### config.mk
export PLATFORM = sky130hd
export DESIGN_NAME = qle_csr
export DESIGN_NICKNAME = d
export VERILOG_FILES = /design/src/sv/qle_pkg.sv /design/src/sv/qle_csr.sv
export SDC_FILE = /design/constraint.sdc
export NUM_CORES = 1
export LEC_CHECK = 0
export BUFFER_PORTS_ARGS = -buffer_cell sky130_fd_sc_hd__buf_2
export CAP_MARGIN = 20
export CORE_ASPECT_RATIO = 1.4
export CORE_MARGIN = 3
export CORE_UTILIZATION = 30
export CTS_BUF_LIST = sky130_fd_sc_hd__clkbuf_16
export CTS_CLUSTER_SIZE = 10
export DETAILED_ROUTE_END_ITERATION = 7
export GPL_TIMING_DRIVEN = 0
export SKIP_CTS_REPAIR_TIMING = 1
export SLEW_MARGIN = 10
export SYNTH_ARGS = -nofsm -noshare
export SYNTH_HDL_FRONTEND = slang
export SYNTH_SLANG_ARGS = --single-unit
### constraint.sdc
create_clock -name clock -period 0.9 [get_ports clock]
set_input_delay 0.09 -clock clock [delete_from_list [all_inputs] [get_ports clock]]
set_output_delay 0.09 -clock clock [all_outputs]
set_load 0.02 [all_outputs]
### src/sv/qle_pkg.sv
`default_nettype none

package qle_pkg;

   // Table geometry
   localparam int GRID_X_CELLS = 32;
   localparam int GRID_Y_CELLS = 32;
   localparam int HEADING_BINS = 8;
   localparam int NUM_ACTIONS  = 4;

   localparam int X_W     = $clog2(GRID_X_CELLS);
   localparam int Y_W     = $clog2(GRID_Y_CELLS);
   localparam int H_W     = $clog2(HEADING_BINS);
   localparam int ACT_W   = $clog2(NUM_ACTIONS);
   localparam int STATE_W = X_W + Y_W + H_W;
   localparam int ADDR_W  = STATE_W + ACT_W;
   localparam int STORE_DEPTH = GRID_X_CELLS * GRID_Y_CELLS * HEADING_BINS * NUM_ACTIONS;
   localparam int CNT_W   = $clog2(NUM_ACTIONS + 1);

   // Fixed-point formats
   localparam int Q_W    = 32;
   localparam int FRAC_W = 16;

   // Request kinds
   localparam logic REQ_UPDATE = 1'b0;
   localparam logic REQ_QUERY  = 1'b1;

   // Register map
   localparam logic REG_LEARNING_RATE   = 1'b0;
   localparam logic REG_DISCOUNT_FACTOR = 1'b1;
   localparam logic [FRAC_W-1:0] LEARNING_RATE_RESET   = 16'd6554;
   localparam logic [FRAC_W-1:0] DISCOUNT_FACTOR_RESET = 16'd64881;

   typedef struct packed {
      logic [FRAC_W-1:0] alpha;
      logic [FRAC_W-1:0] gamma;
   } cfg_type;

   typedef struct packed {
      logic              we;
      logic [ADDR_W-1:0] addr;
      logic [Q_W-1:0]    wdata;
   } ram_req_type;

   typedef struct packed {
      logic clearing;
   } status_type;

   typedef enum logic [2:0] {
      ST_CLEAR,
      ST_IDLE,
      ST_READ,
      ST_DRAIN,
      ST_GAMMA,
      ST_DIFF,
      ST_ALPHA,
      ST_DONE
   } state_type;

endpackage

`default_nettype wire

### src/sv/qle_csr.sv
`default_nettype none

module qle_csr (
   input  wire logic        clock,
   input  wire logic        reset,
   input  wire logic        psel,
   input  wire logic        penable,
   input  wire logic        pwrite,
   input  wire logic [2:0]  paddr,
   input  wire logic [31:0] pwdata,
   output logic      [31:0] prdata,
   output logic             pready,
   output qle_pkg::cfg_type cfg
);

   qle_pkg::cfg_type cfg_ff;
   qle_pkg::cfg_type cfg_in;
   logic             wr_en;

   assign wr_en  = psel & penable & pwrite;
   assign pready = 1'b1;

   // Decode the write word
   always_comb begin
      cfg_in = cfg_ff;
      if (wr_en) begin
         case (paddr[2])
            qle_pkg::REG_LEARNING_RATE:   cfg_in.alpha = pwdata[qle_pkg::FRAC_W-1:0];
            qle_pkg::REG_DISCOUNT_FACTOR: cfg_in.gamma = pwdata[qle_pkg::FRAC_W-1:0];
            default:                      cfg_in = cfg_ff;
         endcase
      end
   end

   always_ff @(posedge clock) begin
      if (reset) begin
         cfg_ff.alpha <= qle_pkg::LEARNING_RATE_RESET;
         cfg_ff.gamma <= qle_pkg::DISCOUNT_FACTOR_RESET;
      end else begin
         cfg_ff <= cfg_in;
      end
   end

   // Return the addressed register
   always_comb begin
      case (paddr[2])
         qle_pkg::REG_LEARNING_RATE:   prdata = 32'(cfg_ff.alpha);
         qle_pkg::REG_DISCOUNT_FACTOR: prdata = 32'(cfg_ff.gamma);
         default:                      prdata = '0;
      endcase
   end

   assign cfg = cfg_ff;

endmodule

`default_nettype wire

* Word-level counts from Yosys, hierarchy flattened
Cells that the tools add are included.
** Operators by class
- $add $sub $neg :: 0
- Multiply operators :: 0
- Divide/modulo/power cells :: 0
- $lt $le $gt $ge :: 0
- Eq/ne operators :: 0
- Shift operators :: 0
- Muxes and demuxes :: 1
- Bitwise logic cells :: 3
- Reductions and logical operators :: 2
** Operators with widths (count)
- one-hot mux 32 bit (2 select lines) :: 1
- AND reduction 2 bit :: 2
- bitwise AND 1 bit :: 2
- NOT 1 bit :: 1
** Word-level totals
- Bits in registers :: 32
- Latch bits :: 0
- RAM bits :: 0
- Bits in read-only memories :: 0
- Input port bits :: 40
- Output and inout bits :: 65
- Memories :: 0

* Longest topological paths before layout
Gate-level depths: netlist of the first run.
- Word-level depth :: 3
- Gate-level depth with buffers :: 5
- Gate-level depth less buffers :: 2

* Worst setup path before layout of the first run
Ideal clock, no wire load.
- Kind :: input -> register
- Start point :: in paddr[2]
- End point :: reg cfg_ff (netlist bit cfg[20])
- Arrival time :: 884 ps
- Required time :: 828 ps
- Path slack :: -56 ps
- Cell stages on the path :: 5
- Path buffers :: 3
- Cell sequence :: buf_6 -> and4b_1 -> buf_6 -> buf_12 -> mux2i_1
** On the way
- Longest elaborated chain between the ends :: 2
** RTL lines
- from (decl) :: line qle_csr.sv:9 : input wire logic [2:0] paddr,
- NOT 1 bit
- AND reduction 2 bit (no source line)
- to (signal assigned) :: line qle_csr.sv:40 : cfg_ff <= cfg_in;
- to (decl) :: line qle_csr.sv:16 : qle_pkg::cfg_type cfg_ff;
No other way between the ends.
A chain may end at the register's enable or synchronous reset.

* Worst setup path in the final report of the first run
- Start point :: reg cfg_ff (netlist bit cfg[29])
- End point :: out prdata[13]
** On the way
- Longest elaborated chain between the ends :: 1
** RTL lines
- one-hot mux 32 bit (2 select lines) :: line qle_csr.sv:46 : case (paddr[2])
- to (decl) :: line qle_csr.sv:11 : output logic [31:0] prdata,
No other way between the ends. The select of a mux whose other input is x is not followed.

==> reports/metrics.cfg, run 1 <==
[placed_design]
gp_congestion=0.693
dp.cells=320
hpwl_microns=3210
placed_area_sq_mm=0.00215
numPortBuffers=67

[sta]
finalSetupTns_ps=-2980
post-route-period-util_pct=121
finalMaxSlewViolations=0
period_minus_slack_ps=1090
rsz0062_at_grt=yes
max_slew_margin_pct=65.3
clock-skew-final_ps=0
tightest_slew_ps=521
holdWs_ps=81.4
final-hold-violation-count=0
fmax_mhz=918
finalSetupViolations=22
setup_ws_ps=-190

[worst_setup_path]
worst_path_largest_cell_delay_ps=330
critical_path_class=flop to output port
crit_slowest_cell=dfxtp_2
end_kind=output port
cp.arrival_ps=1000
critPathMaxFanout=3
crit_chain=mux2_2, buf_6
worst_setup_path_start_kind=flop
required_ps=810

[floorplan]
fp-row-count=31
core-area_sq_mm=0.00528
design.die.area_sq_mm=0.00652
io_pins=105
start_util_pct=31.7
dieHeight_microns=94.3
die_w_microns=69.1

[synth]
seq_area_frac_synth_pct=38.3
synth_compound_area_share_pct=0
ys_ff_latch=32
avgSynthCellArea_sq_um=9.72
synth_fa_ha_area_share_pct=0
ys_types=15
synthXorXnorAreaFrac_pct=0
yosys.area_share.simple_pct=18.4
synthCells=172
synth_top_family_by_area=multiplexers
ys_warn_count=0
synth_area_sq_mm=0.00167
synth.area.mux_share_pct=29.9

[clock_network]
path_clk_slew_ps=50
clk_latency_ps=270
clockRootBuffer=clkbuf_16
numCtsBuffers=5
clock_sinks=32
cts.path.max_buffers=2
cts_tree=done
htree_levels=2

[power]
ir_worst_vdd_uv=950
totalPowerFinal_mw=3.72
power_density_mw_per_mm2=1420
p_leak_nw=1.20

[final_layout]
finalNonFillerCells=339
fin_area_sq_mm=0.00262
num-fill-cells=524
drive_gt1_share_pct=56.8
largest_reg_flops=32
area_growth_pct=56.7
nNetsFinal=312
diodes=0

[grt]
antenna_found_initial=0
globalRouteOverflowTotal=0
grt_pass1_wl_microns=7000
grt_usage_pct=13.6
first_global_vias=1388
grt_max_degree=11

[route]
detail_route.wl_per_cell_microns=13.7
via_per_inst=4.31
drt_first_pass_iters=4
drc=0
drt_first_iter_violations=33
wirelength_microns=4630
ant_nets=0
vias=1462

[run_status]
status=complete, but fails checks
violations=setup timing

[run]
maxCapViolCount=0

[min_path]
hold_class=primary input to flop

==> where the power goes <==
part	switching, mW	leakage, nW	internal [mW]
clock network	0.562	0.0738	0.992
registers	0.0242	0.258	1.46
logic	0.349	0.866	0.336
==> metal layers <==
metal | up-vias | routed length [microns] | global-route usage, %
met2 | 63 | 2410 | 23.7
met4 | 0 | 61 | 5.37
met3 | 6 | 297 | 3.53
met5 | - | 0 | 0
met1 | 661 | 1860 | 16.0
li1 | 732 | - | -
==> path summary, 6_finish.rpt <==
path                                      startpoint                   end  slack [ps]  depth (start not counted)
worst max-delay path            cfg[29]$_SDFFE_PP0P_            prdata[13]        -190                          2
worst min-delay path                       pwdata[3]   cfg[3]$_SDFFE_PP0P_          80                          3
worst max register to register  cfg[16]$_SDFFE_PP0P_  cfg[16]$_SDFFE_PP0P_         130                          4
worst min register to register   cfg[1]$_SDFFE_PP0P_   cfg[1]$_SDFFE_PP0P_         480                          2
==> cells in the mapped netlist (all sizes together) <==
| cell | instances | share of area (%) |
|---|---|---|
| nand4 | 1 | 0.37 |
| dfxtp | 32 | 38 |
| nand2b | 26 | 9.7 |
| and4b | 1 | 0.60 |
| nor2 | 32 | 7.2 |
| mux2i | 32 | 19 |
| and4 | 1 | 0.52 |
| conb | 2 | 0.45 |
| clkbuf | 4 | 0.90 |
| mux2 | 16 | 11 |
| buf | 25 | 12 |
==> worst max-delay path: cells and delay by family, from the launching register on <==
kind                   cells  cell delay (ps)
DFF                        1              330
buffers and inverters      1              130
muxes                      1              270
==> metrics by stage <==
| step | utilization (%) | setup WS [ps] |
|---|---|---|
| after floorplan | - | -52.3 |
| after global placement | 40.7 | -239 |
| after detailed placement | 40.7 | -235 |
| after CTS | 43.3 | -239 |
| after global routing | 49.7 | -211 |
| final | 49.7 | -190 |
==> placed cells by master, fill, tap and decap left out <==
master,instances
mux2_4,13
clkinv_1,1
nand2b_1,26
buf_2,44
conb_1,17
clkbuf_1,3
and4b_1,1
buf_8,1
dfxtp_2,31
dfxtp_1,1
buf_4,28
clkbuf_16,5
nand4_1,1
mux2_2,3
inv_1,2
buf_1,1
buf_12,1
nor2_1,32
buf_6,28
clkbuf_2,1
and4_1,1
mux2i_1,32
==> cells by family (layout without fill, tap and decap cells) <==
kind of cell | count (synthesis) | count (layout)
mux | 48 | 48
simple gates | 61 | 61
flops | 32 | 32
other cells | 2 | 17
buf+inv | 29 | 115
==> area by class of cell <==
| type | count | area, sq um | area share [%] |
|---|---|---|---|
| Tap cell | 66 | 82.6 | 3.15 |
| Multi-Input combinational cell | 126 | 921 | 35.1 |
| Sequential cell | 32 | 679 | 25.9 |
| Timing Repair Buffer | 78 | 578 | 22.1 |
| Clock buffer | 5 | 125 | 4.78 |
| Buffer | 29 | 223 | 8.50 |
| Clock inverter | 3 | 11.3 | 0.430 |
Note: power is estimated with default switching activity, not from simulation.
==> run 2, diff against run 1 <==
--- a/config.mk
+++ b/config.mk
@@ -14,6 +14,7 @@
 export CTS_CLUSTER_SIZE = 10
 export DETAILED_ROUTE_END_ITERATION = 7
 export GPL_TIMING_DRIVEN = 0
+export SETUP_SLACK_MARGIN = 0.02
 export SKIP_CTS_REPAIR_TIMING = 1
 export SLEW_MARGIN = 10
 export SYNTH_ARGS = -nofsm -noshare
==> run 2 against run 1 <==
Effect of this change: the run still ends with setup timing left; register-to-register slack improved by 90 ps; worst hold slack got worse by 7.0 ps; die area did not move; combinational power fell by 2%; highest routed layer unchanged.
==> reports/metrics.cfg, run 2 (synthesis gave the netlist of run 1 again) <==
[floorplan]
die_w_microns=69.1
core-area_sq_mm=0.00528
design.die.area_sq_mm=0.00652
dieHeight_microns=94.3
start_util_pct=31.7
fp-row-count=31
io_pins=105

[placed_design]
gp_congestion=0.685
pre_cts_slack_ps=-224
numPortBuffers=67
placed_area_sq_mm=0.00215
hpwl_microns=3170
dp.cells=320

[worst_setup_path]
crit_chain=mux2_4, buf_6
cp.arrival_ps=1010
critPathMaxFanout=3
critical_path_class=flop to output port
cp_top_family=flip-flops
required_ps=810
rrSetupSlack_ps=220
r2r_cells=3
worst_path_largest_cell_delay_ps=330
regToRegStartpoint=cfg[29]$_SDFFE_PP0P_
path_buf_inv=1
r2r_end=cfg[29]$_SDFFE_PP0P_
worst_setup_path_start_kind=flop
end_kind=output port
crit_slowest_cell=dfxtp_2

[route]
via_per_inst=4.32
ant_nets=0
detail_route.wl_per_cell_microns=13.5
drt_first_pass_iters=4
vias=1440
drt_first_iter_violations=33
wirelength_microns=4510
drc=0

[clock_network]
path_clk_slew_ps=60
cts.path.max_buffers=2
cts_tree=done
htree_levels=2
clk_latency_ps=270
numCtsBuffers=5
clock_sinks=32
clockRootBuffer=clkbuf_16

[final_layout]
finalNonFillerCells=333
fin_area_sq_mm=0.00260
post-route-util_pct=49.2
nNetsFinal=306
diodes=0
drive_gt1_share_pct=56.2
largest_reg_flops=32
area_growth_pct=55.4
final_cell_mix=buf_4 (35), buf_2 (35), nor2_1 (32), mux2i_1 (32), dfxtp_2 (30)

[sta]
tightest_slew_ps=535
rsz0062_at_grt=yes
setup_ws_ps=-195
holdWs_ps=74.4
finalSetupTns_ps=-3030
clock-skew-final_ps=0
finalSetupViolations=19
finalMaxSlewViolations=0
max_slew_margin_pct=64.3
period_minus_slack_ps=1100
post-route-period-util_pct=122
fmax_mhz=913
final-hold-violation-count=0

[grt]
grt_max_degree=11
grt_pass1_wl_microns=6890
first_global_vias=1398
globalRouteOverflowTotal=0
antenna_found_initial=0
grt_usage_pct=13.5

[power]
power_density_mw_per_mm2=1560
p_leak_nw=1.18
ir_worst_vdd_uv=707
totalPowerFinal_mw=4.05

[min_path]
min-delay-start=pwdata[4]
min_path_cells=3
hold_path_end=cfg[4]$_SDFFE_PP1P_
hold_class=primary input to flop

[run_status]
violations=setup timing
status=complete, but fails checks

[run]
maxCapViolCount=0

## run 2: cell types whose count changed in the layout (fill, tap and decap cells not counted)
cell,change
buf_2,-9
buf_6,-4
clkinv_1,-1
bufinv_16,+1
mux2_4,-3
inv_1,-1
dfxtp_2,-1
clkinv_2,+1
mux2_2,+3
buf_4,+7
dfxtp_1,+1
## run 2: cell type report
class,count,area (sq um)
Timing Repair Buffer,72,538
Clock inverter,3,38.8
Fill cell,510,2680
Buffer,29,225
Tap cell,66,82.6
Sequential cell,32,678
Clock buffer,5,125
Multi-Input combinational cell,126,910
## run 2: layer usage
layer | share of wire [%] | track usage [%] | vias up | routed length [microns]
li1 | - | - | 715 | -
met1 | 40 | 14.7 | 671 | 1790
met2 | 53 | 24.4 | 50 | 2370
met3 | 6.4 | 3.10 | 4 | 287
met4 | 1.3 | 6.84 | 0 | 57
met5 | 0 | 0 | - | 0
## run 2: worst register-to-register path, cell delays in order (launching register included)
cell,delay (ps)
dfxtp_2,330
buf_4,130
nand2b_1,60
mux2i_1,60
## run 2: power breakdown
part,leakage [nW],internal (mW),switching [mW]
Sequential,0.259,1.46,0.0243
Combinational,0.835,0.329,0.343
Clock,0.0850,1.29,0.607
## run 2: how the worst max path moves through the flow
stage	from	to	slack [ps]	depth (start not counted)
after floorplan	paddr[2]	cfg[20]$_SDFFE_PP1P_	-50	5
after global placement	paddr[2]	prdata[6]	-220	4
after detailed placement	paddr[2]	prdata[6]	-220	4
after CTS	paddr[2]	prdata[6]	-230	4
after global routing	cfg[26]$_SDFFE_PP0P_	prdata[10]	-220	2
final	cfg[21]$_SDFFE_PP0P_	prdata[5]	-200	2
