[src/sv/qle_pkg.sv]
`default_nettype none

package qle_pkg;

   // Table geometry
   localparam int GRID_X_CELLS = 32;
   localparam int GRID_Y_CELLS = 32;
   localparam int HEADING_BINS = 8;
   localparam int NUM_ACTIONS  = 4;

   localparam int X_W     = $clog2(GRID_X_CELLS);
   localparam int Y_W     = $clog2(GRID_Y_CELLS);
   localparam int H_W     = $clog2(HEADING_BINS);
   localparam int ACT_W   = $clog2(NUM_ACTIONS);
   localparam int STATE_W = X_W + Y_W + H_W;
   localparam int ADDR_W  = STATE_W + ACT_W;
   localparam int STORE_DEPTH = GRID_X_CELLS * GRID_Y_CELLS * HEADING_BINS * NUM_ACTIONS;
   localparam int CNT_W   = $clog2(NUM_ACTIONS + 1);

   // Fixed-point formats
   localparam int Q_W    = 32;
   localparam int FRAC_W = 16;

   // Request kinds
   localparam logic REQ_UPDATE = 1'b0;
   localparam logic REQ_QUERY  = 1'b1;

   // Register map
   localparam logic REG_LEARNING_RATE   = 1'b0;
   localparam logic REG_DISCOUNT_FACTOR = 1'b1;
   localparam logic [FRAC_W-1:0] LEARNING_RATE_RESET   = 16'd6554;
   localparam logic [FRAC_W-1:0] DISCOUNT_FACTOR_RESET = 16'd64881;

   typedef struct packed {
      logic [FRAC_W-1:0] alpha;
      logic [FRAC_W-1:0] gamma;
   } cfg_type;

   typedef struct packed {
      logic              we;
      logic [ADDR_W-1:0] addr;
      logic [Q_W-1:0]    wdata;
   } ram_req_type;

   typedef struct packed {
      logic clearing;
   } status_type;

   typedef enum logic [2:0] {
      ST_CLEAR,
      ST_IDLE,
      ST_READ,
      ST_DRAIN,
      ST_GAMMA,
      ST_DIFF,
      ST_ALPHA,
      ST_DONE
   } state_type;

endpackage

`default_nettype wire

[src/sv/qle_core.sv]
`default_nettype none

module qle_core (
   input  wire logic                          clock,
   input  wire logic                          reset,
   input  wire qle_pkg::cfg_type              cfg,
   input  wire logic                          req_valid,
   output logic                               req_ready,
   input  wire logic                          req_type,
   input  wire logic [qle_pkg::X_W-1:0]       req_cell_x,
   input  wire logic [qle_pkg::Y_W-1:0]       req_cell_y,
   input  wire logic [qle_pkg::H_W-1:0]       req_heading_bin,
   input  wire logic [1:0]                    req_action_index,
   input  wire logic signed [31:0]            req_reward_value,
   input  wire logic [qle_pkg::X_W-1:0]       req_next_cell_x,
   input  wire logic [qle_pkg::Y_W-1:0]       req_next_cell_y,
   input  wire logic [qle_pkg::H_W-1:0]       req_next_heading_bin,
   input  wire logic                          req_episode_done,
   output logic                               rsp_valid,
   input  wire logic                          rsp_ready,
   output logic [1:0]                         rsp_greedy_action,
   output logic signed [31:0]                 rsp_q_result,
   output qle_pkg::ram_req_type               ram_req,
   input  wire logic [qle_pkg::Q_W-1:0]       ram_rdata,
   output qle_pkg::status_type                status
);

   localparam int ACT_W   = qle_pkg::ACT_W;
   localparam int STATE_W = qle_pkg::STATE_W;
   localparam int ADDR_W  = qle_pkg::ADDR_W;
   localparam int CNT_W   = qle_pkg::CNT_W;

   qle_pkg::state_type state_ff, state_in;

   logic [ADDR_W-1:0]  clr_cnt_ff, clr_cnt_in;
   logic [CNT_W-1:0]   rd_cnt_ff, rd_cnt_in;
   logic [CNT_W-1:0]   tag_ff;
   logic               tag_vld_ff;

   // Latched request
   logic               kind_ff;
   logic [STATE_W-1:0] cur_ff, nxt_ff;
   logic [1:0]         act_ff;
   logic signed [31:0] rew_ff;
   logic               done_ff;

   // Datapath registers
   logic signed [31:0] q_ff;
   logic signed [31:0] best_val_ff;
   logic [ACT_W-1:0]   best_act_ff;
   logic signed [48:0] gprod_ff;
   logic signed [34:0] diff_ff;
   logic signed [51:0] aprod_ff;

   logic               rsp_valid_ff, rsp_valid_in;
   logic [1:0]         rsp_act_ff;
   logic signed [31:0] rsp_q_ff;

   logic               accept, last_rd, clr_last, out_free, load;
   logic               data_is_q;
   logic [ACT_W-1:0]   data_act;
   logic [ACT_W-1:0]   rd_act;
   logic signed [31:0] rd_val;
   logic signed [31:0] m_sel;
   logic signed [48:0] gprod_in;
   logic signed [34:0] diff_in;
   logic signed [51:0] aprod_in;
   logic signed [35:0] n_wide;
   logic signed [31:0] n_sat;

   assign accept   = req_valid & req_ready;
   assign clr_last = (clr_cnt_ff == ADDR_W'(qle_pkg::STORE_DEPTH - 1));
   assign last_rd  = (kind_ff == qle_pkg::REQ_UPDATE)
                     ? (rd_cnt_ff == CNT_W'(qle_pkg::NUM_ACTIONS))
                     : (rd_cnt_ff == CNT_W'(qle_pkg::NUM_ACTIONS - 1));
   assign out_free = ~rsp_valid_ff | rsp_ready;

   // Next state
   always_comb begin
      state_in = state_ff;
      case (state_ff)
         qle_pkg::ST_CLEAR: if (clr_last) state_in = qle_pkg::ST_IDLE;
         qle_pkg::ST_IDLE:  if (accept) state_in = qle_pkg::ST_READ;
         qle_pkg::ST_READ:  if (last_rd) state_in = qle_pkg::ST_DRAIN;
         qle_pkg::ST_DRAIN: begin
            state_in = (kind_ff == qle_pkg::REQ_UPDATE) ? qle_pkg::ST_GAMMA : qle_pkg::ST_DONE;
         end
         qle_pkg::ST_GAMMA: state_in = qle_pkg::ST_DIFF;
         qle_pkg::ST_DIFF:  state_in = qle_pkg::ST_ALPHA;
         qle_pkg::ST_ALPHA: state_in = qle_pkg::ST_DONE;
         qle_pkg::ST_DONE:  if (out_free) state_in = qle_pkg::ST_IDLE;
         default:           state_in = qle_pkg::ST_CLEAR;
      endcase
   end

   // Read address for the current read slot
   always_comb begin
      rd_act = rd_cnt_ff[ACT_W-1:0];
      if (kind_ff == qle_pkg::REQ_UPDATE) begin
         rd_act = ACT_W'(rd_cnt_ff - CNT_W'(1));
      end
   end

   // Outputs and memory requests
   always_comb begin
      req_ready     = 1'b0;
      load          = 1'b0;
      clr_cnt_in    = clr_cnt_ff;
      rd_cnt_in     = rd_cnt_ff;
      ram_req.we    = 1'b0;
      ram_req.addr  = {cur_ff, act_ff[ACT_W-1:0]};
      ram_req.wdata = n_sat;
      case (state_ff)
         qle_pkg::ST_CLEAR: begin
            ram_req.we    = 1'b1;
            ram_req.addr  = clr_cnt_ff;
            ram_req.wdata = '0;
            clr_cnt_in    = clr_cnt_ff + ADDR_W'(1);
         end
         qle_pkg::ST_IDLE: begin
            req_ready = 1'b1;
            rd_cnt_in = '0;
         end
         qle_pkg::ST_READ: begin
            rd_cnt_in = rd_cnt_ff + CNT_W'(1);
            if (kind_ff == qle_pkg::REQ_QUERY) begin
               ram_req.addr = {cur_ff, rd_act};
            end else if (rd_cnt_ff != '0) begin
               ram_req.addr = {nxt_ff, rd_act};
            end
         end
         qle_pkg::ST_DONE: begin
            load       = out_free;
            ram_req.we = out_free & (kind_ff == qle_pkg::REQ_UPDATE);
         end
         default: begin
            req_ready = 1'b0;
         end
      endcase
   end

   // Control registers
   always_ff @(posedge clock) begin
      if (reset) begin
         state_ff     <= qle_pkg::ST_CLEAR;
         clr_cnt_ff   <= '0;
         tag_vld_ff   <= 1'b0;
         rsp_valid_ff <= 1'b0;
      end else begin
         state_ff     <= state_in;
         clr_cnt_ff   <= clr_cnt_in;
         tag_vld_ff   <= (state_ff == qle_pkg::ST_READ);
         rsp_valid_ff <= rsp_valid_in;
      end
   end

   assign rsp_valid_in = load | (rsp_valid_ff & ~rsp_ready);

   // Capture the request word
   always_ff @(posedge clock) begin
      rd_cnt_ff <= rd_cnt_in;
      tag_ff    <= rd_cnt_ff;
      if (accept) begin
         kind_ff <= req_type;
         cur_ff  <= {req_cell_x, req_cell_y, req_heading_bin};
         nxt_ff  <= {req_next_cell_x, req_next_cell_y, req_next_heading_bin};
         act_ff  <= req_action_index;
         rew_ff  <= req_reward_value;
         done_ff <= req_episode_done;
      end
   end

   // Sort returning read data: the current entry or one candidate for the max
   assign rd_val    = $signed(ram_rdata);
   assign data_is_q = (kind_ff == qle_pkg::REQ_UPDATE) && (tag_ff == '0);
   assign data_act  = (kind_ff == qle_pkg::REQ_UPDATE) ? ACT_W'(tag_ff - CNT_W'(1))
                                                       : tag_ff[ACT_W-1:0];

   always_ff @(posedge clock) begin
      if (tag_vld_ff) begin
         if (data_is_q) begin
            q_ff <= rd_val;
         end else if ((data_act == '0) || (rd_val > best_val_ff)) begin
            best_val_ff <= rd_val;
            best_act_ff <= data_act;
         end
      end
   end

   // Update arithmetic, at most one multiply per stage
   assign m_sel    = done_ff ? 32'sd0 : best_val_ff;
   assign gprod_in = $signed({1'b0, cfg.gamma}) * m_sel;
   assign diff_in  = 35'(rew_ff) + 35'($signed(gprod_ff[48:16])) - 35'(q_ff);
   assign aprod_in = $signed({1'b0, cfg.alpha}) * diff_ff;
   assign n_wide   = 36'(q_ff) + $signed(aprod_ff[51:16]);

   always_comb begin
      if (n_wide[35:31] == 5'b00000 || n_wide[35:31] == 5'b11111) begin
         n_sat = n_wide[31:0];
      end else if (n_wide[35]) begin
         n_sat = 32'sh8000_0000;
      end else begin
         n_sat = 32'sh7fff_ffff;
      end
   end

   always_ff @(posedge clock) begin
      if (state_ff == qle_pkg::ST_GAMMA) gprod_ff <= gprod_in;
      if (state_ff == qle_pkg::ST_DIFF)  diff_ff  <= diff_in;
      if (state_ff == qle_pkg::ST_ALPHA) aprod_ff <= aprod_in;
   end

   // Load the result word
   always_ff @(posedge clock) begin
      if (load) begin
         if (kind_ff == qle_pkg::REQ_UPDATE) begin
            rsp_act_ff <= act_ff;
            rsp_q_ff   <= n_sat;
         end else begin
            rsp_act_ff <= 2'(best_act_ff);
            rsp_q_ff   <= best_val_ff;
         end
      end
   end

   assign rsp_valid         = rsp_valid_ff;
   assign rsp_greedy_action = rsp_act_ff;
   assign rsp_q_result      = rsp_q_ff;

   assign status.clearing = (state_ff == qle_pkg::ST_CLEAR);

endmodule

`default_nettype wire

[config.mk]
export PLATFORM = sky130hd
export DESIGN_NAME = qle_core
export DESIGN_NICKNAME = d
export VERILOG_FILES = /design/src/sv/qle_pkg.sv /design/src/sv/qle_core.sv
export SDC_FILE = /design/constraint.sdc
export NUM_CORES = 2
export LEC_CHECK = 0
export BUFFER_PORTS_ARGS = -buffer_cell sky130_fd_sc_hd__buf_2
export CORE_MARGIN = 2
export CORE_UTILIZATION = 40
export CTS_CLUSTER_DIAMETER = 60
export DETAILED_ROUTE_END_ITERATION = 8
export GPL_ROUTABILITY_DRIVEN = 0
export GPL_TIMING_DRIVEN = 0
export PLACE_DENSITY = 0.68
export SLEW_MARGIN = 15
export SYNTH_ARGS = -nofsm -noshare
export SYNTH_HDL_FRONTEND = slang
export SYNTH_SLANG_ARGS = --single-unit
[constraint.sdc]
create_clock -name clock -period 20.4 [get_ports clock]
set_clock_uncertainty 0.2 [all_clocks]
set_input_delay 1.02 -clock clock [delete_from_list [all_inputs] [get_ports clock]]
set_output_delay 1.02 -clock clock [all_outputs]
set_load 0.02 [all_outputs]
After elaboration in Yosys (flattened, before gate mapping)
Cells that the tools add are included.
W data, S select, Z words.

operators by class
  $mul = 2
  reduce and logical (&&, ||, !) cells = 12
  muxes and demuxes = 22
  equal/unequal tests = 15
  add/sub/neg operators = 7
  magnitude comparators = 1
  bitwise operators = 9

operators by type and width
  cell                     count
  $mux W32                 5
  $mul A17 B35 Y52         1
  $mul A17 B32 Y49         1
  $add A32 B36 Y36         1
  $sub A34 B32 Y35         1
  $add A32 B33 Y34         1
  $gt A32 B32 Y1           1
  $mux W15                 2
  $pmux W15 S2             1
  $pmux W3 S8              1
  $add A15 B1 Y15 const B  1
  $eq A15 B15 Y1 const B   1
  $eq A3 B3 Y1 const B     5
  $mux W3                  4
  $eq A3 B2 Y1 const B     3
  $mux W2                  4
  $logic_not A3 Y1         2
  $ne A2 B2 Y1 const B     3
  $pmux W3 S2              1
  $eq A5 B5 Y1 const B     1
  $logic_not A5 Y1         1
  $not A1 Y1               4
  $reduce_and A4 Y1        1
  $sub A2 B1 Y2 const B    2
  other kinds (14)         20

word-level totals
  output and inout port bits = 85
  register bits after elaboration = 324
  word-level logic and storage cells = 88
  input port bits = 130

Logic depth before layout (Yosys ltp)
  word-level depth = 5
  gate-level depth with buffers = 29
  gate-level depth less buffers = 28

Worst setup path before layout
No wires, ideal clock.

  path kind = input -> register
  start point = input cfg[24] (netlist name)
  end point = register aprod_ff[51] (data pin)
  slack = 12.880 ns
  required time = 19.936 ns
  arrival = 7.056 ns
  cell stages on the path = 26
  path buffers = 2
  setup time = 0.264 ns
  path through = clkbuf_1 clkbuf_1 nand2_1 fa_1 inv_1 fa_1 inv_1 fa_1 inv_1 fa_1 fa_1 inv_1 fa_1 inv_1 ha_1 a211oi_1 o21ai_0 a221oi_1 o211a_1 nor4_2 o21ai_1 a31oi_1 a31oi_1 o21ai_1 a221oi_1 xnor2_1

between the ends
  longest elaborated chain between the ends = 1

ends and longest elaborated chain
  element                 line             text
  start: declaration      qle_core.sv:6    input wire qle_pkg::cfg_type cfg,
  $mul A17 B35 Y52        qle_core.sv:194  assign aprod_in = $signed({1'b0, cfg.alpha}) * diff_ff;
  via aprod_in[51]        qle_core.sv:67   logic signed [51:0] aprod_in;
  end signal: assignment  qle_core.sv:210  if (state_ff == qle_pkg::ST_ALPHA) aprod_ff <= aprod_in;
  end: declaration        qle_core.sv:53   logic signed [51:0] aprod_ff;

The timed path passes the listed nets, and every way through them passes these cells.
A chain may end at the register's enable or synchronous reset.

Worst setup path in the final report
  start point = input cfg[18] (netlist name)
  end point = register aprod_ff[51] (data pin)

The elaborated chain is that of the path after synthesis.

==> metrics.md <==
| Metric | Value |
|---|---|
| Synth-to-layout area growth | `8.124%` |
| Layout fillers | `approximately 12,000` |
| Mapped Area | `0.05166 sq mm` |
| Worst setup path endpoint | `aprod_ff[51]` |
| Post-CTS setup buffers | `0` |
| Hold Crit Class | `register to register` |
| Crit path from | `cfg[18]` |
| Count of cell types in the netlist | `79` |
| Starting Density | `40.41%` |
| CP most frequent cell | `fa_1` |
| Die W | `roughly 360 um` |
| Worst-Margin Slew | `approximately 1.2 ns` |
| Post-CTS Hold Fix Bufs | `0` |
| CTS tree | `built` |
| Leakage Power | `27.35 nW` |
| Root Buffer | `clkbuf_16` |
| # setup viols final | `0` |
| IO Count | `roughly 220` |
| PostCTS Resize Cnt | `0` |
| CP required | `20.54 ns` |
| FP Rows | `~130` |
| Core area | `0.1278 sq mm` |
| Syn. warnings | `0` |
| Routed length per instance | `20.89 um` |
| RSZ-0062 raised after global routing | `no` |
| Global-route wire length before repair | `237,300 um` |
| Count leader, synth | `inv_1` |
| DRT Pass-1 Iters | `6` |
| Met3 Wirelength | `19,600 um` |
| CP Launch Type | `input pin` |
| Nets | `7,168` |
| Worst Path Max Fanout | `10` |
| Via density | `5.158` |
| Routed vias | `between 30,000 and 40,000` |
| Post-Route M1 WL | `a little under 60,000 um` |
| Final Instance Count excl. Fillers | `7,345` |
| Async set-or-reset flop fraction in the synthesized netlist | `0%` |
| CTS sink cnt | `~290` |
| Final Hold Vio Count | `0` |
| Family with the most delay on the worst path | `adder cells` |
| Slew HR | `between 20% and 30%` |
| Worst Path Arrival | `9.03 ns` |
| Kind of critical path | `input pin to register` |
| Total track usage | `23.76%` |
| Final Max Tran Viols | `0` |
| Worst reg-to-reg path cell count | `24` |
| Post-DRT Antenna Nets | `0` |
| Ratio of cells with drive above 1 in the final layout | `5.714%` |
| Register area share after synthesis | `16.53%` |
| Final Cycle Share | `43.59%` |
| WP depth | `24` |
| Register bit total from synthesis | `292` |
| Fin Hold WS | `0.2493 ns` |
| Crit path cell chain | `clkbuf_1 -> clkbuf_1 -> nand2_1 -> fa_1 -> fa_1 -> fa_1 -> inv_1 -> fa_1 -> fa_1 -> inv_1 -> fa_1 -> inv_1 -> ha_1 -> a21o_1 -> a21o_1 -> a211oi_1 -> o211a_1 -> nor4_2 -> o21ai_1 -> a31oi_1 -> a31oi_1 -> o21ai_1 -> a221oi_1 -> xnor2_1` |
| Largest net degree at the start of global routing | `36` |
| Crit path capture type | `register` |
| Initial antenna violation count | `14` |
| Outcome | `finished, final reports clean` |
| Gr ovfl total | `0` |
| Peak supply drop | `0.0001001 V` |
| Net Count, Synth | `6,928` |
| Placed wire-length estimate | `131,000 um` |
| CTS Buffer Depth | `3` |
| Max Used Layer | `met5` |
| Post-synth EDFFs | `around 270` |
| Share of the synthesized area in the top cell type | `40.69%` |
| Crit-path slowest cell | `a211oi_1` |
| FMAX | `112.5 MHz` |
| Vias in the first global route | `40,330` |
| Worst r2r src | `done_ff` |
| Num CTS Buffers | `30` |
| Post-DP Area | `0.05489 sq mm` |
| Synth top area cells | `fa_1 (41%), edfxtp_1 (16%), inv_1 (9.7%)` |
| Max stage delay on crit path | `0.75 ns` |
| Pwr Density | `approximately 100 mW/mm^2` |
| Avg Synthesized Cell Area | `9.556 sq um` |
| R2r endpoint | `gprod_ff[48]` |
| H-tree depth | `1` |
| DRT iter0 DRCs | `~3,100` |
| Max Cap Viol | `0` |
| DP Cell Count | `7,276` |
| Final instance area | `0.05585 sq mm` |
| Top cells by count, synth | `inv_1 (1,338), fa_1 (1,050), nand2_1 (769)` |
| Detailed Route WL | `153,500 um` |
| Fin Setup TNS | `0 ns` |
| Port bufs | `202` |
| Post-synth top area cell | `fa_1` |
| Die Y-Extent | `363.4 um` |
| Worst skew pair latency | `~0.6 ns` |
| Die ar. | `0.1320 sq mm` |
| Syn Inst Count | `5,406` |
| Residual DRC | `0` |
| Crit path buffers/inverters | `5` |
| WL met2 | `67,150 um` |
| Overall power | `between 5 and 6 mW` |
| Clk pin slew, worst setup/hold paths | `0.07 ns` |
| Min cycle time layout | `a little under 9 ns` |
| R2R setup slack | `11.54 ns` |
| Post-synth top flop | `edfxtp_1` |
## routing by layer
metal / GRT usage, % / vias up
met5: 0 / -
met4: 9.926 / 2
met3: 8.247 / 380
met2: 36.63 / 1834
met1: 30.39 / 18980
li1: - / 16700
## worst register-to-register path, cell delays in order, from the launching register on
cell      delay (ns)
edfxtp_1        0.58
clkbuf_1        0.37
nor2_1          0.82
clkbuf_1        0.51
nand2_1         0.16
fa_1            0.54
fa_1            0.54
fa_1            0.53
inv_1           0.06
fa_1            0.49
fa_1            0.49
inv_1           0.05
fa_1            0.47
inv_1           0.04
ha_1            0.33
a21o_1          0.18
a21o_1          0.17
a21oi_1         0.13
o21ai_0         0.10
a31oi_1         0.42
o21a_1          0.33
o21ai_0         0.31
a2111o_1        0.48
a21oi_1         0.18
xnor2_1         0.10
## per-stage QoR
stage          setup WS (ns)  utilization (%)
6_report               11.51            43.69
5_1_grt                11.10            43.68
4_1_cts                11.51            43.66
3_5_place_dp           10.88            42.93
3_3_place_gp           10.87            42.82
2_1_floorplan          12.88                -
## cell type report
class | count | area (sq um) | area share, %
repair buffers | 208 | 1131 | 2.025
inverters | 1338 | 5022 | 8.992
well taps | 1662 | 2079 | 3.723
multi-input cells | 3567 | 37240 | 66.68
clock buffers | 42 | 837.1 | 1.499
diodes | 13 | 32.53 | 0.05824
flip-flops and latches | 292 | 8538 | 15.29
clock inverters | 14 | 100.1 | 0.1792
plain buffers | 209 | 870.8 | 1.559
## power by group
part           total [mW]  switching, mW  internal (mW)
clock network       0.541          0.242          0.298
registers           0.900        0.00953          0.890
logic                4.30           2.53           1.77
## worst min-delay path by stage
stage | from | to | slack, ns | cells past startpoint
6_report | rd_cnt_ff[1] | tag_ff[1] | 0.25 | 0
5_1_grt | rd_cnt_ff[1] | tag_ff[1] | 0.25 | 0
3_3_place_gp | rd_cnt_ff[1] | tag_ff[1] | 0.22 | 0
4_1_cts | rd_cnt_ff[1] | tag_ff[1] | 0.24 | 0
3_5_place_dp | rd_cnt_ff[1] | tag_ff[1] | 0.23 | 0
2_1_floorplan | rd_cnt_ff[1] | tag_ff[1] | 0.20 | 0
## registers in the layout, summed over array words and instances, names as in the netlist, 15 cells and up
name          flops
aprod_ff         36
best_val_ff      32
clr_cnt_ff       15
diff_ff          35
gprod_ff         33
q_ff             32
rew_ff           32
rsp_q_result     32
## placed cells by master, fill, tap and decap left out, types with 61 or more instances in the layout
master / n
fa_1: 1050
xnor2_1: 92
a21o_1: 70
buf_2: 208
nand2_1: 769
xor2_1: 61
o21ai_0: 89
inv_1: 1338
nor2_1: 132
and2_1: 421
clkbuf_1: 203
a21oi_1: 124
ha_1: 342
edfxtp_1: 269
## kinds of logic (layout without fill, tap and decap cells)
kind of cell | count (synthesis) | count (layout) | share of synthesized area (%)
AO/OA/AOI/OAI | 480 | 480 | 6.126
XOR/XNOR | 154 | 154 | 2.647
adder cells (fa/ha/maj) | 1392 | 1392 | 48.97
buffers and inverters | 1547 | 1811 | 11.41
flip-flops | 292 | 292 | 16.53
multiplexers | 6 | 6 | 0.1235
other | 0 | 13 | 0
AND/OR/NAND/NOR | 1535 | 1535 | 14.19
Power figures use the tool's default switching activity.
